==> src/ugps_pkg.sv <==
`default_nettype none

package ugps_pkg;

    // Stream payload widths, padded up to whole bytes
    localparam int S_TDATA_W   = 152;
    localparam int M_TDATA_W   = 32;
    localparam int CFG_INDEX_W = 3;
    localparam int CFG_DATA_W  = 28;

    typedef enum logic [2:0] {
        PH_IDLE    = 3'd0,
        PH_WATCH   = 3'd1,
        PH_HIGH    = 3'd2,
        PH_LOW     = 3'd3,
        PH_RESTORE = 3'd4,
        PH_PAUSE   = 3'd5
    } phase_t;

    typedef enum logic [CFG_INDEX_W-1:0] {
        CFG_MODE_ENABLE     = 3'd0,
        CFG_HIGH_FREQ       = 3'd1,
        CFG_LOW_FREQ        = 3'd2,
        CFG_DWELL_SECONDS   = 3'd3,
        CFG_CYCLE_LIMIT     = 3'd4,
        CFG_ACTIVATION_SECS = 3'd5,
        CFG_TRIP_DELAY_SECS = 3'd6,
        CFG_UNDERLOAD_LIMIT = 3'd7
    } cfg_index_t;

    typedef enum logic [1:0] {
        CONF_OK      = 2'd0,
        CONF_GIVE_UP = 2'd1,
        CONF_PENDING = 2'd2
    } confirm_t;

    localparam logic [1:0] RETRY_MAX = 2'd3;
    localparam logic [3:0] RETRY_GAP = 4'd5;
    localparam logic [7:0] CYCLE_SAT = 8'd255;

    typedef struct packed {
        logic        mode_enable;
        logic [15:0] high_freq;
        logic [15:0] low_freq;
        logic [15:0] dwell_seconds;
        logic [7:0]  cycle_limit;
        logic [15:0] activation_seconds;
        logic [15:0] trip_delay_seconds;
        logic [27:0] underload_limit;
    } cfg_t;

    // One registered control tick; underload is resolved on capture
    typedef struct packed {
        logic [31:0] now_seconds;
        logic        motor_running;
        logic        motor_stopped;
        logic [15:0] run_time_seconds;
        logic [15:0] actual_freq;
        logic        freq_reached;
        logic [15:0] setpoint_readback;
        logic        setpoint_valid;
        logic        underload;
    } item_t;

    typedef struct packed {
        logic        write_strobe;
        logic [15:0] write_value;
        logic [2:0]  mode_state;
        logic [7:0]  cycles_done;
        logic        high_reached_event;
        logic        low_reached_event;
    } result_t;

endpackage

`default_nettype wire

==> src/ugps_input_stage.sv <==
`default_nettype none

module ugps_input_stage (
    input  wire logic            aclk,
    input  wire logic            aresetn,
    input  wire logic            s_tvalid,
    output logic                 s_tready,
    input  wire ugps_pkg::item_t item_in,
    input  wire logic [15:0]     current_a,
    input  wire logic [15:0]     current_b,
    input  wire logic [15:0]     current_c,
    input  wire logic [12:0]     power_factor,
    input  wire logic [27:0]     underload_limit,
    input  wire logic            advance,
    output logic                 item_valid,
    output ugps_pkg::item_t      item_out
);

    logic            valid_reg;
    ugps_pkg::item_t item_reg;
    ugps_pkg::item_t item_next;
    logic [15:0]     imin_ab;
    logic [15:0]     imin;
    logic [28:0]     load_product;

    // Smallest phase current times cos phi, compared on capture
    always_comb begin
        imin_ab      = (current_a < current_b) ? current_a : current_b;
        imin         = (current_c < imin_ab) ? current_c : imin_ab;
        load_product = 29'(imin) * 29'(power_factor);
        item_next           = item_in;
        item_next.underload = (load_product < {1'b0, underload_limit});
    end

    assign s_tready   = !valid_reg || advance;
    assign item_valid = valid_reg;
    assign item_out   = item_reg;

    always_ff @(posedge aclk) begin
        if (!aresetn) begin
            valid_reg <= 1'b0;
        end else if (s_tvalid && s_tready) begin
            valid_reg <= 1'b1;
        end else if (advance) begin
            valid_reg <= 1'b0;
        end
    end

    always_ff @(posedge aclk) begin
        if (s_tvalid && s_tready) begin
            item_reg <= item_next;
        end
    end

endmodule

`default_nettype wire

==> src/ugps_ctrl.sv <==
`default_nettype none

module ugps_ctrl (
    input  wire logic            aclk,
    input  wire logic            aresetn,
    input  wire logic            step,
    input  wire ugps_pkg::item_t item,
    input  wire ugps_pkg::cfg_t  cfg,
    output ugps_pkg::result_t    res
);

    ugps_pkg::phase_t   phase_reg, phase_next;
    logic [31:0]        trip_stamp_reg, trip_stamp_next;
    logic [31:0]        dwell_stamp_reg, dwell_stamp_next;
    logic [7:0]         cycle_count_reg, cycle_count_next;
    logic [15:0]        saved_setpoint_reg, saved_setpoint_next;
    logic [1:0]         retry_count_reg, retry_count_next;
    logic [3:0]         retry_wait_reg, retry_wait_next;

    logic [15:0]        target;
    ugps_pkg::confirm_t conf;
    logic [1:0]         conf_count;
    logic [3:0]         conf_wait;
    logic               conf_strobe;
    logic [31:0]        trip_elapsed;
    logic [31:0]        dwell_elapsed;
    logic [7:0]         cycle_inc;

    // Setpoint confirmation, shared by every purge phase
    always_comb begin
        case (phase_reg)
            ugps_pkg::PH_HIGH: target = cfg.high_freq;
            ugps_pkg::PH_LOW:  target = cfg.low_freq;
            default:           target = saved_setpoint_reg;
        endcase
        conf_strobe = 1'b0;
        conf_count  = retry_count_reg;
        conf_wait   = retry_wait_reg;
        if (item.setpoint_valid && item.setpoint_readback == target) begin
            conf       = ugps_pkg::CONF_OK;
            conf_count = 2'd0;
            conf_wait  = 4'd0;
        end else if (retry_wait_reg <= 4'd1) begin
            if (retry_count_reg >= ugps_pkg::RETRY_MAX) begin
                conf       = ugps_pkg::CONF_GIVE_UP;
                conf_count = 2'd0;
                conf_wait  = 4'd0;
            end else begin
                conf        = ugps_pkg::CONF_PENDING;
                conf_strobe = 1'b1;
                conf_wait   = ugps_pkg::RETRY_GAP;
                conf_count  = retry_count_reg + 2'd1;
            end
        end else begin
            conf      = ugps_pkg::CONF_PENDING;
            conf_wait = retry_wait_reg - 4'd1;
        end
    end

    always_comb begin
        trip_elapsed  = item.now_seconds - trip_stamp_reg;
        dwell_elapsed = item.now_seconds - dwell_stamp_reg;
        cycle_inc     = (cycle_count_reg < ugps_pkg::CYCLE_SAT) ?
                        cycle_count_reg + 8'd1 : cycle_count_reg;

        phase_next          = phase_reg;
        trip_stamp_next     = trip_stamp_reg;
        dwell_stamp_next    = dwell_stamp_reg;
        cycle_count_next    = cycle_count_reg;
        saved_setpoint_next = saved_setpoint_reg;
        retry_count_next    = retry_count_reg;
        retry_wait_next     = retry_wait_reg;
        res                 = '0;

        if ((!cfg.mode_enable || item.motor_stopped) && phase_reg != ugps_pkg::PH_IDLE) begin
            cycle_count_next = 8'd0;
            trip_stamp_next  = 32'd0;
            dwell_stamp_next = 32'd0;
            phase_next       = ugps_pkg::PH_IDLE;
        end else begin
            case (phase_reg)
                ugps_pkg::PH_IDLE: begin
                    if (cfg.mode_enable && item.motor_running &&
                        item.run_time_seconds >= cfg.activation_seconds) begin
                        trip_stamp_next = 32'd0;
                        phase_next      = ugps_pkg::PH_WATCH;
                    end
                end
                ugps_pkg::PH_WATCH: begin
                    if (item.underload) begin
                        if (trip_stamp_reg == 32'd0) begin
                            saved_setpoint_next = item.setpoint_readback;
                            trip_stamp_next     = item.now_seconds;
                        end else if (trip_elapsed >= {16'd0, cfg.trip_delay_seconds}) begin
                            phase_next = (cycle_count_reg >= cfg.cycle_limit) ?
                                         ugps_pkg::PH_PAUSE : ugps_pkg::PH_HIGH;
                        end
                    end else begin
                        cycle_count_next = 8'd0;
                        trip_stamp_next  = 32'd0;
                    end
                end
                ugps_pkg::PH_HIGH, ugps_pkg::PH_LOW: begin
                    retry_count_next = conf_count;
                    retry_wait_next  = conf_wait;
                    res.write_strobe = conf_strobe;
                    res.write_value  = conf_strobe ? target : 16'd0;
                    if (conf == ugps_pkg::CONF_OK) begin
                        if (item.freq_reached && item.actual_freq == target) begin
                            if (dwell_stamp_reg == 32'd0) begin
                                dwell_stamp_next = item.now_seconds;
                                if (phase_reg == ugps_pkg::PH_HIGH) begin
                                    res.high_reached_event = 1'b1;
                                end else begin
                                    res.low_reached_event = 1'b1;
                                end
                            end else if (dwell_elapsed >= {16'd0, cfg.dwell_seconds}) begin
                                phase_next = (phase_reg == ugps_pkg::PH_HIGH) ?
                                             ugps_pkg::PH_LOW : ugps_pkg::PH_RESTORE;
                            end
                        end else begin
                            dwell_stamp_next = 32'd0;
                        end
                    end else if (conf == ugps_pkg::CONF_GIVE_UP) begin
                        phase_next = (phase_reg == ugps_pkg::PH_HIGH) ?
                                     ugps_pkg::PH_LOW : ugps_pkg::PH_RESTORE;
                    end
                end
                ugps_pkg::PH_RESTORE: begin
                    retry_count_next = conf_count;
                    retry_wait_next  = conf_wait;
                    res.write_strobe = conf_strobe;
                    res.write_value  = conf_strobe ? target : 16'd0;
                    if ((conf == ugps_pkg::CONF_OK && item.freq_reached &&
                         item.actual_freq == saved_setpoint_reg) ||
                        conf == ugps_pkg::CONF_GIVE_UP) begin
                        trip_stamp_next  = 32'd0;
                        cycle_count_next = cycle_inc;
                        phase_next       = ugps_pkg::PH_WATCH;
                    end
                end
                ugps_pkg::PH_PAUSE: begin
                    phase_next = ugps_pkg::PH_PAUSE;
                end
                default: begin
                    phase_next = ugps_pkg::PH_IDLE;
                end
            endcase
        end

        res.mode_state  = phase_next;
        res.cycles_done = cycle_count_next;
    end

    always_ff @(posedge aclk) begin
        if (!aresetn) begin
            phase_reg          <= ugps_pkg::PH_IDLE;
            trip_stamp_reg     <= 32'd0;
            dwell_stamp_reg    <= 32'd0;
            cycle_count_reg    <= 8'd0;
            saved_setpoint_reg <= 16'd0;
            retry_count_reg    <= 2'd0;
            retry_wait_reg     <= 4'd0;
        end else if (step) begin
            phase_reg          <= phase_next;
            trip_stamp_reg     <= trip_stamp_next;
            dwell_stamp_reg    <= dwell_stamp_next;
            cycle_count_reg    <= cycle_count_next;
            saved_setpoint_reg <= saved_setpoint_next;
            retry_count_reg    <= retry_count_next;
            retry_wait_reg     <= retry_wait_next;
        end
    end

endmodule

`default_nettype wire

==> src/underload_gas_purge_sequencer_core.sv <==
// Underload gas purge sequencer. Each control tick arrives as one transfer on
// the s_ stream and yields exactly one result transfer on the m_ stream. The
// block takes a tick every clock cycle: a tick is captured into an input
// register (where the smallest phase current times cos phi is compared with
// the underload limit), then state-machine logic updates the sequencer
// state and loads the output register. Throughput is one tick per cycle
// while the sink keeps m_tready high. The output register and the input
// register stall together on back-pressure.
// Configuration registers are written through cfg_we / cfg_index / cfg_wdata
// and must only change while no tick is in flight.
`default_nettype none

module underload_gas_purge_sequencer_core (
    input  wire logic                                 aclk,
    input  wire logic                                 aresetn,

    input  wire logic                                 cfg_we,
    input  wire logic [ugps_pkg::CFG_INDEX_W-1:0]     cfg_index,
    input  wire logic [ugps_pkg::CFG_DATA_W-1:0]      cfg_wdata,

    input  wire logic                                 s_tvalid,
    output logic                                      s_tready,
    // s_tdata, from bit 0: now_seconds[31:0], motor_running[32],
    // motor_stopped[33], run_time_seconds[49:34], current_a[65:50],
    // current_b[81:66], current_c[97:82], power_factor[110:98],
    // actual_freq[126:111], freq_reached[127], setpoint_readback[143:128],
    // setpoint_valid[144], zero pad[151:145]
    input  wire logic [ugps_pkg::S_TDATA_W-1:0]       s_tdata,

    output logic                                      m_tvalid,
    input  wire logic                                 m_tready,
    // m_tdata, from bit 0: write_strobe[0], write_value[16:1],
    // mode_state[19:17], cycles_done[27:20], high_reached_event[28],
    // low_reached_event[29], zero pad[31:30]
    output logic [ugps_pkg::M_TDATA_W-1:0]            m_tdata
);

    ugps_pkg::cfg_t    cfg_reg;
    ugps_pkg::item_t   item_in;
    ugps_pkg::item_t   item_cur;
    ugps_pkg::result_t res;
    logic              item_valid;
    logic              advance;
    logic              out_valid_reg;
    logic [ugps_pkg::M_TDATA_W-1:0] out_data_reg;

    // Configuration writes: no handshake, no read-back
    always_ff @(posedge aclk) begin
        if (!aresetn) begin
            cfg_reg <= '0;
        end else if (cfg_we) begin
            case (ugps_pkg::cfg_index_t'(cfg_index))
                ugps_pkg::CFG_MODE_ENABLE:     cfg_reg.mode_enable        <= cfg_wdata[0];
                ugps_pkg::CFG_HIGH_FREQ:       cfg_reg.high_freq          <= cfg_wdata[15:0];
                ugps_pkg::CFG_LOW_FREQ:        cfg_reg.low_freq           <= cfg_wdata[15:0];
                ugps_pkg::CFG_DWELL_SECONDS:   cfg_reg.dwell_seconds      <= cfg_wdata[15:0];
                ugps_pkg::CFG_CYCLE_LIMIT:     cfg_reg.cycle_limit        <= cfg_wdata[7:0];
                ugps_pkg::CFG_ACTIVATION_SECS: cfg_reg.activation_seconds <= cfg_wdata[15:0];
                ugps_pkg::CFG_TRIP_DELAY_SECS: cfg_reg.trip_delay_seconds <= cfg_wdata[15:0];
                ugps_pkg::CFG_UNDERLOAD_LIMIT: cfg_reg.underload_limit    <= cfg_wdata;
                default: begin
                end
            endcase
        end
    end

    // Unpack the tick; underload is filled in by the input stage
    always_comb begin
        item_in.now_seconds       = s_tdata[31:0];
        item_in.motor_running     = s_tdata[32];
        item_in.motor_stopped     = s_tdata[33];
        item_in.run_time_seconds  = s_tdata[49:34];
        item_in.actual_freq       = s_tdata[126:111];
        item_in.freq_reached      = s_tdata[127];
        item_in.setpoint_readback = s_tdata[143:128];
        item_in.setpoint_valid    = s_tdata[144];
        item_in.underload         = 1'b0;
    end

    // Advance the captured tick when the output register is free or drains
    assign advance = item_valid && (!out_valid_reg || m_tready);

    ugps_input_stage u_input (
        .aclk            (aclk),
        .aresetn         (aresetn),
        .s_tvalid        (s_tvalid),
        .s_tready        (s_tready),
        .item_in         (item_in),
        .current_a       (s_tdata[65:50]),
        .current_b       (s_tdata[81:66]),
        .current_c       (s_tdata[97:82]),
        .power_factor    (s_tdata[110:98]),
        .underload_limit (cfg_reg.underload_limit),
        .advance         (advance),
        .item_valid      (item_valid),
        .item_out        (item_cur)
    );

    ugps_ctrl u_ctrl (
        .aclk    (aclk),
        .aresetn (aresetn),
        .step    (advance),
        .item    (item_cur),
        .cfg     (cfg_reg),
        .res     (res)
    );

    // Output register: hold the result until the sink takes the transfer
    always_ff @(posedge aclk) begin
        if (!aresetn) begin
            out_valid_reg <= 1'b0;
        end else if (advance) begin
            out_valid_reg <= 1'b1;
        end else if (m_tready) begin
            out_valid_reg <= 1'b0;
        end
    end

    always_ff @(posedge aclk) begin
        if (advance) begin
            out_data_reg <= {2'b00, res.low_reached_event, res.high_reached_event,
                             res.cycles_done, res.mode_state, res.write_value,
                             res.write_strobe};
        end
    end

    assign m_tvalid = out_valid_reg;
    assign m_tdata  = out_data_reg;

endmodule

`default_nettype wire

==> config.mk <==
export PLATFORM = sky130hd
export DESIGN_NAME = underload_gas_purge_sequencer_core
export DESIGN_NICKNAME = d
export VERILOG_FILES = /design/src/ugps_pkg.sv /design/src/ugps_input_stage.sv /design/src/ugps_ctrl.sv /design/src/underload_gas_purge_sequencer_core.sv
export SDC_FILE = /design/constraint.sdc
export NUM_CORES = 1
export LEC_CHECK = 0
export BUFFER_PORTS_ARGS = -buffer_cell sky130_fd_sc_hd__buf_2
export CORE_MARGIN = 2
export CORE_UTILIZATION = 30
export CTS_CLUSTER_SIZE = 25
export DETAILED_ROUTE_END_ITERATION = 12
export MAX_ROUTING_LAYER = met4
export PLACE_DENSITY = 0.47
export SLEW_MARGIN = 20
export SYNTH_ARGS = -nofsm -noshare
export SYNTH_HDL_FRONTEND = slang
export SYNTH_SLANG_ARGS = --single-unit
==> constraint.sdc <==
create_clock -name aclk -period 31.1 [get_ports aclk]
set_input_delay 1.555 -clock aclk [delete_from_list [all_inputs] [get_ports aclk]]
set_output_delay 1.555 -clock aclk [all_outputs]
set_load 0.05 [all_outputs]
# Word-level counts from Yosys, hierarchy flattened

Cells that the tools add are included.

Bits in registers: 331
Input port bits: 188
Output and inout port bits: 34

$add $sub $neg: 5
$mul: 1
$lt $le $gt $ge: 10
Eq/ne operators: 20
Muxes and demuxes: 51
Bitwise gates (word level): 7
Reductions and logical operators: 46

Operator list:

| kind               | number |
|---|---|
| $mux 32            | 10 |
| $pmux 32 s3        | 1 |
| $ge 32x16->1       | 2 |
| $logic_not 32->1   | 2 |
| $sub 32x32->32     | 2 |
| $eq 16x16->1       | 3 |
| $mux 3             | 14 |
| $lt 16x16->1       | 2 |
| $mux 16            | 2 |
| $mux 8             | 4 |
| $pmux 16 s2        | 1 |
| $lt 29x28->1       | 1 |
| $mul 16x13->29     | 1 |
| $eq 3x3->1 const B | 6 |
| $ge 16x16->1       | 1 |
| $pmux 8 s2         | 1 |
| $reduce_and 2->1   | 8 |
| $pmux 3 s5         | 1 |
| $eq 3x2->1 const B | 4 |
| $mux 2             | 6 |
| $reduce_and 5->1   | 2 |
| $reduce_bool 2->1  | 5 |
| $logic_and 1x1->1  | 9 |
| $mux 1             | 9 |
| 25 further kinds   | 43 |

# Longest topological paths before layout

Depth in word-level cells: 12
Mapped depth: 57

# Hierarchy

Synthesis repeated with hierarchy kept, for this count alone.

Cells, all modules: 3652
Area, all modules: 30958.4 µm²

By module, submodules not included:

| module                             | instances | cells an instance | area an instance (µm²) |
|---|---|---|---|
| ugps_input_stage                   | 1         | 1635              | 14517.7 |
| ugps_ctrl                          | 1         | 1563              | 11144.4 |
| underload_gas_purge_sequencer_core | 1         | 454               | 5296.3 |

# Worst setup path before layout

Ideal clock, no wire load.

Kind: input to register
From: input s_tdata[71] in the netlist's numbering
To: register u_input.item_reg, in the netlist u_input.item_out[0] (data pin)
Library setup time: 0.271 ns
Arrival time: 11.856 ns
Slack: 18.973 ns
Stages on the path: 54
Cell sequence: inv_1 ha_1 and3_1 nand2_1 o21ai_0 a21oi_1 a211o_1 nand2_1 clkbuf_1 mux2i_1 ha_1 a21oi_1 nor2b_1 o21ai_0 nand2b_1 a21oi_1 nor2b_1 o21ai_0 (+18 left out) and2_1 a221oi_1 nand3_1 a31oi_1 a2111oi_0 o31ai_1 a21o_1 a21oi_1 xnor2_1 ha_1 nand2_1 nor4_1 nand2_1 a21oi_1 nor2_1 nand4_1 a21o_1 a211oi_1

RTL lines:

| element              | line                                     | source |
|---|---|---|
| from (decl)          | underload_gas_purge_sequencer_core.sv:28 | `input wire logic [ugps_pkg::S_TDATA_W-1:0] s_tdata,` |
| to (signal assigned) | ugps_input_stage.sv:51                   | `item_reg <= item_next;` |
| to (decl)            | ugps_input_stage.sv:20                   | `ugps_pkg::item_t item_reg;` |

==> reports/metrics.json <==
{
  "run_status": {"value": "finished clean"},
  "top_cell_type_s_share_of_synthesized_area": {"value": 0.158},
  "max-clock-path-buffers": {"value": 3},
  "fill_cells": {"value": 9384},
  "setup_ws": {"value": 18000, "unit": "ps"},
  "worstPathRequired": {"value": 31390, "unit": "ps"},
  "clock_power_share": {"value": 0.157},
  "most_common_library_cell_in_the_layout_ignoring_fill_and_taps": {"value": "sky130_fd_sc_hd__nand2_1"},
  "worstSetupPathType": {"value": "in -> reg"},
  "detail_route.iter0.violations": {"value": 1224},
  "cell_internal_pwr": {"value": 1.71, "unit": "mW"},
  "synthFlopType": {"value": "sky130_fd_sc_hd__dfxtp_1"},
  "largest_register_ffs": {"value": 117},
  "final.min_clock_period": {"value": 13100, "unit": "ps"},
  "stdcell_area": {"value": 0.0310, "unit": "mm²"},
  "place_worst_setup_slack": {"value": 17400, "unit": "ps"},
  "fin_crit_sh": {"value": 0.421},
  "timing.critical_path.mode_cell": {"value": "sky130_fd_sc_hd__a21oi_1"},
  "synth_enable_flop_cells": {"value": 115},
  "ys_seq_area_frac": {"value": 0.285},
  "swShare": {"value": 0.450},
  "vias_per_cell": {"value": 4.78},
  "die-width": {"value": 306, "unit": "µm"},
  "power.sequential.fraction": {"value": 0.152},
  "timing.critical_path.from_type": {"value": "input pin"},
  "setup-tns-final": {"value": 0, "unit": "ps"},
  "post-route-drc-count": {"value": 0},
  "maximum_level_of_the_cts_h_tree": {"value": 2},
  "power.density_cell_area": {"value": 100, "unit": "mW/mm²"},
  "synth-seq-cells": {"value": 331},
  "core_area": {"value": 0.0901, "unit": "mm²"},
  "wirelength": {"value": 76800, "unit": "µm"},
  "hold_viol": {"value": 0},
  "grt_max_degree": {"value": 84},
  "leakagePower": {"value": 12.4, "unit": "nW"},
  "clock_sink_count": {"value": 331},
  "portBuffers": {"value": 212},
  "critical_path.top_delay_family": {"value": "compound AO/OA/AOI/OAI gates"},
  "post_synth_instance_area": {"value": 0.0273, "unit": "mm²"},
  "cp_slowest_stage_delay": {"value": 570, "unit": "ps"},
  "post_route_non_filler_standard_cell_count": {"value": 4531},
  "first_global_vias": {"value": 21500},
  "totalPowerFinal": {"value": 3.12, "unit": "mW"},
  "clock_skew": {"value": 33.8, "unit": "ps"},
  "wire_length_of_the_first_global_routing_pass": {"value": 122000, "unit": "µm"},
  "drv_slew": {"value": 0},
  "clock-root-buffer": {"value": "sky130_fd_sc_hd__clkbuf_16"},
  "cts_setup_buffers": {"value": 0},
  "clock_latency": {"value": 570, "unit": "ps"},
  "syn_to_final_growth": {"value": 13.6, "unit": "%"},
  "groute.usage.overall": {"value": 0.168},
  "initial_antenna_violation_count": {"value": 3},
  "ir_drop": {"value": 0.000109, "unit": "V"},
  "inst_count_dp": {"value": 4450},
  "largest_area_contributor_in_the_synthesized_netlist": {"value": "sky130_fd_sc_hd__dfxtp_1"},
  "final_global_route_overflow_total": {"value": 0},
  "gp_routability_congestion": {"value": 0.835},
  "worst_path_max_delay_cell": {"value": "sky130_fd_sc_hd__fa_1"},
  "synthesis.yosys.warnings": {"value": 0},
  "timing.hold.worst.class": {"value": "reg -> reg"},
  "timing.max_cap.violations": {"value": 0},
  "final-setup-viol-count": {"value": 0},
  "cts-buffers-inserted": {"value": 41},
  "synth_area_leaders": {"value": "sky130_fd_sc_hd__dfxtp_1 16%, sky130_fd_sc_hd__edfxtp_1 13%, sky130_fd_sc_hd__ha_1 12%"},
  "slew_at_the_pin_closest_to_its_max_slew_limit": {"value": 1120, "unit": "ps"},
  "critical_path.max_fanout": {"value": 15},
  "antenna_left": {"value": 0},
  "switching_power": {"value": 1.40, "unit": "mW"},
  "clkSlewWorstSetupHoldPaths": {"value": 60, "unit": "ps"},
  "endpoint_kind": {"value": "register"},
  "worst-path-buf-inv": {"value": 7},
  "dpl-instance-area": {"value": 0.0296, "unit": "mm²"},
  "finish.net_count": {"value": 3914},
  "post_drt_wl_per_cell": {"value": 16.9, "unit": "µm"},
  "floorplan.initialDensity": {"value": 0.303},
  "fmaxAchievable": {"value": 76.3, "unit": "MHz"},
  "cp_data_arrival_time": {"value": 13390, "unit": "ps"},
  "async_reset_ff_frac": {"value": 0},
  "die_h": {"value": 306, "unit": "µm"},
  "dieArea": {"value": 0.0935, "unit": "mm²"},
  "drt-pass1-iter-count": {"value": 5},
  "io-pin-count": {"value": 222},
  "synth_cells": {"value": 3159},
  "synthesis.area_per_instance": {"value": 8.65, "unit": "µm²"},
  "via_count": {"value": 21700},
  "most-common-layout-cells": {"value": "498 x sky130_fd_sc_hd__nand2_1, 410 x sky130_fd_sc_hd__inv_1, 253 x sky130_fd_sc_hd__ha_1, 216 x sky130_fd_sc_hd__dfxtp_1, 211 x sky130_fd_sc_hd__buf_2"},
  "post_cts_hold_buffer_count": {"value": 0},
  "cts_tree": {"value": "built"},
  "slew-limit-headroom": {"value": 0.250},
  "post_synth_num_cell_types": {"value": 83},
  "combPwrFrac": {"value": 0.691},
  "dp_hpwl": {"value": 58400, "unit": "µm"},
  "post_route_cells_drive_above_1_share": {"value": 0.111},
  "placementRows": {"value": 110},
  "cts_resized": {"value": 0},
  "grt_setup_unrepaired": {"value": "no"}
}
## logic make-up (layout without fill, tap and decap cells)
kind of cell / after synthesis / after routing / share of synthesized area
simple gates: 1084 / 1084 / 0.190
compound gates: 595 / 595 / 0.148
buf+inv: 542 / 732 / 0.0762
fa+ha+maj: 409 / 409 / 0.230
flops: 331 / 331 / 0.285
xor+xnor: 113 / 113 / 0.0362
mux: 84 / 84 / 0.0348
other cells: 1 / 7 / 0.000137
## layout make-up
type | instances | area, µm² | area share
clock inverters | 22 | 240 | 0.00774
multi-input cells | 2287 | 17500 | 0.565
diodes | 5 | 12.5 | 0.000403
clock buffers | 54 | 1140 | 0.0366
well taps | 1176 | 1470 | 0.0474
repair buffers | 245 | 1310 | 0.0423
inverters | 411 | 1540 | 0.0497
flip-flops and latches | 331 | 7780 | 0.251
## path summary, 6_finish.rpt
check	slack [ps]	endpoint	from	depth (start not counted)
max	18000	u_input.item_out[0]	s_tdata[55]	53
min	460	cfg_reg[107]	cfg_reg[107]	2
min reg2reg	460	cfg_reg[107]	cfg_reg[107]	2
max reg2reg	25580	m_tdata[19]	u_input.item_out[54]	17
## synthesized netlist by cell type, drive strengths merged (7+ instances only)
| cell | count |
|---|---|
| o21a | 27 |
| o21ai | 86 |
| a31oi | 12 |
| o31ai | 10 |
| mux2 | 18 |
| nor4b | 7 |
| ha | 253 |
| buf | 18 |
| dfxtp | 216 |
| nand2 | 499 |
| fa | 156 |
| nor2b | 48 |
| or3 | 18 |
| edfxtp | 115 |
| inv | 411 |
| and3 | 18 |
| clkbuf | 113 |
| nor2 | 107 |
| and2 | 113 |
| xor2 | 24 |
| a2111oi | 8 |
| a21oi | 117 |
| xnor2 | 89 |
| or2 | 10 |
| nor3 | 37 |
| nor4 | 37 |
| nand2b | 29 |
| nand4 | 31 |
| nand3 | 107 |
| o211ai | 16 |
| a21o | 62 |
| a211oi | 14 |
| mux2i | 66 |
| a21boi | 186 |
## worst min-delay path, cell delays in order, from the launching register on
cell and delay [ps]:
sky130_fd_sc_hd__dfxtp_1 300, sky130_fd_sc_hd__nand2_1 40, sky130_fd_sc_hd__a21boi_0 60
## layer usage
metal,GRT usage,vias up,wire length (µm)
li1,-,10900,-
met1,0.232,10300,38200
met2,0.259,335,34200
met3,0.0232,86,2660
met4,0.0438,0,1670
met5,-,-,0
## power by group through the flow
stage	Clock, mW	Sequential, mW	Combinational, mW
floorplan	0	0.484	1.65
global placement	0	0.484	2.17
CTS	0.506	0.474	2.18
global route	0.521	0.475	2.52
detailed placement	0	0.484	2.16
finish	0.490	0.474	2.15
## metrics by stage
step / hold slack (ps) / utilization
2_1_floorplan: 439 / -
3_3_place_gp: 451 / 0.329
3_5_place_dp: 458 / 0.329
4_1_cts: 466 / 0.344
5_1_grt: 479 / 0.344
6_report: 463 / 0.344
(Power assumes the default switching activity.)
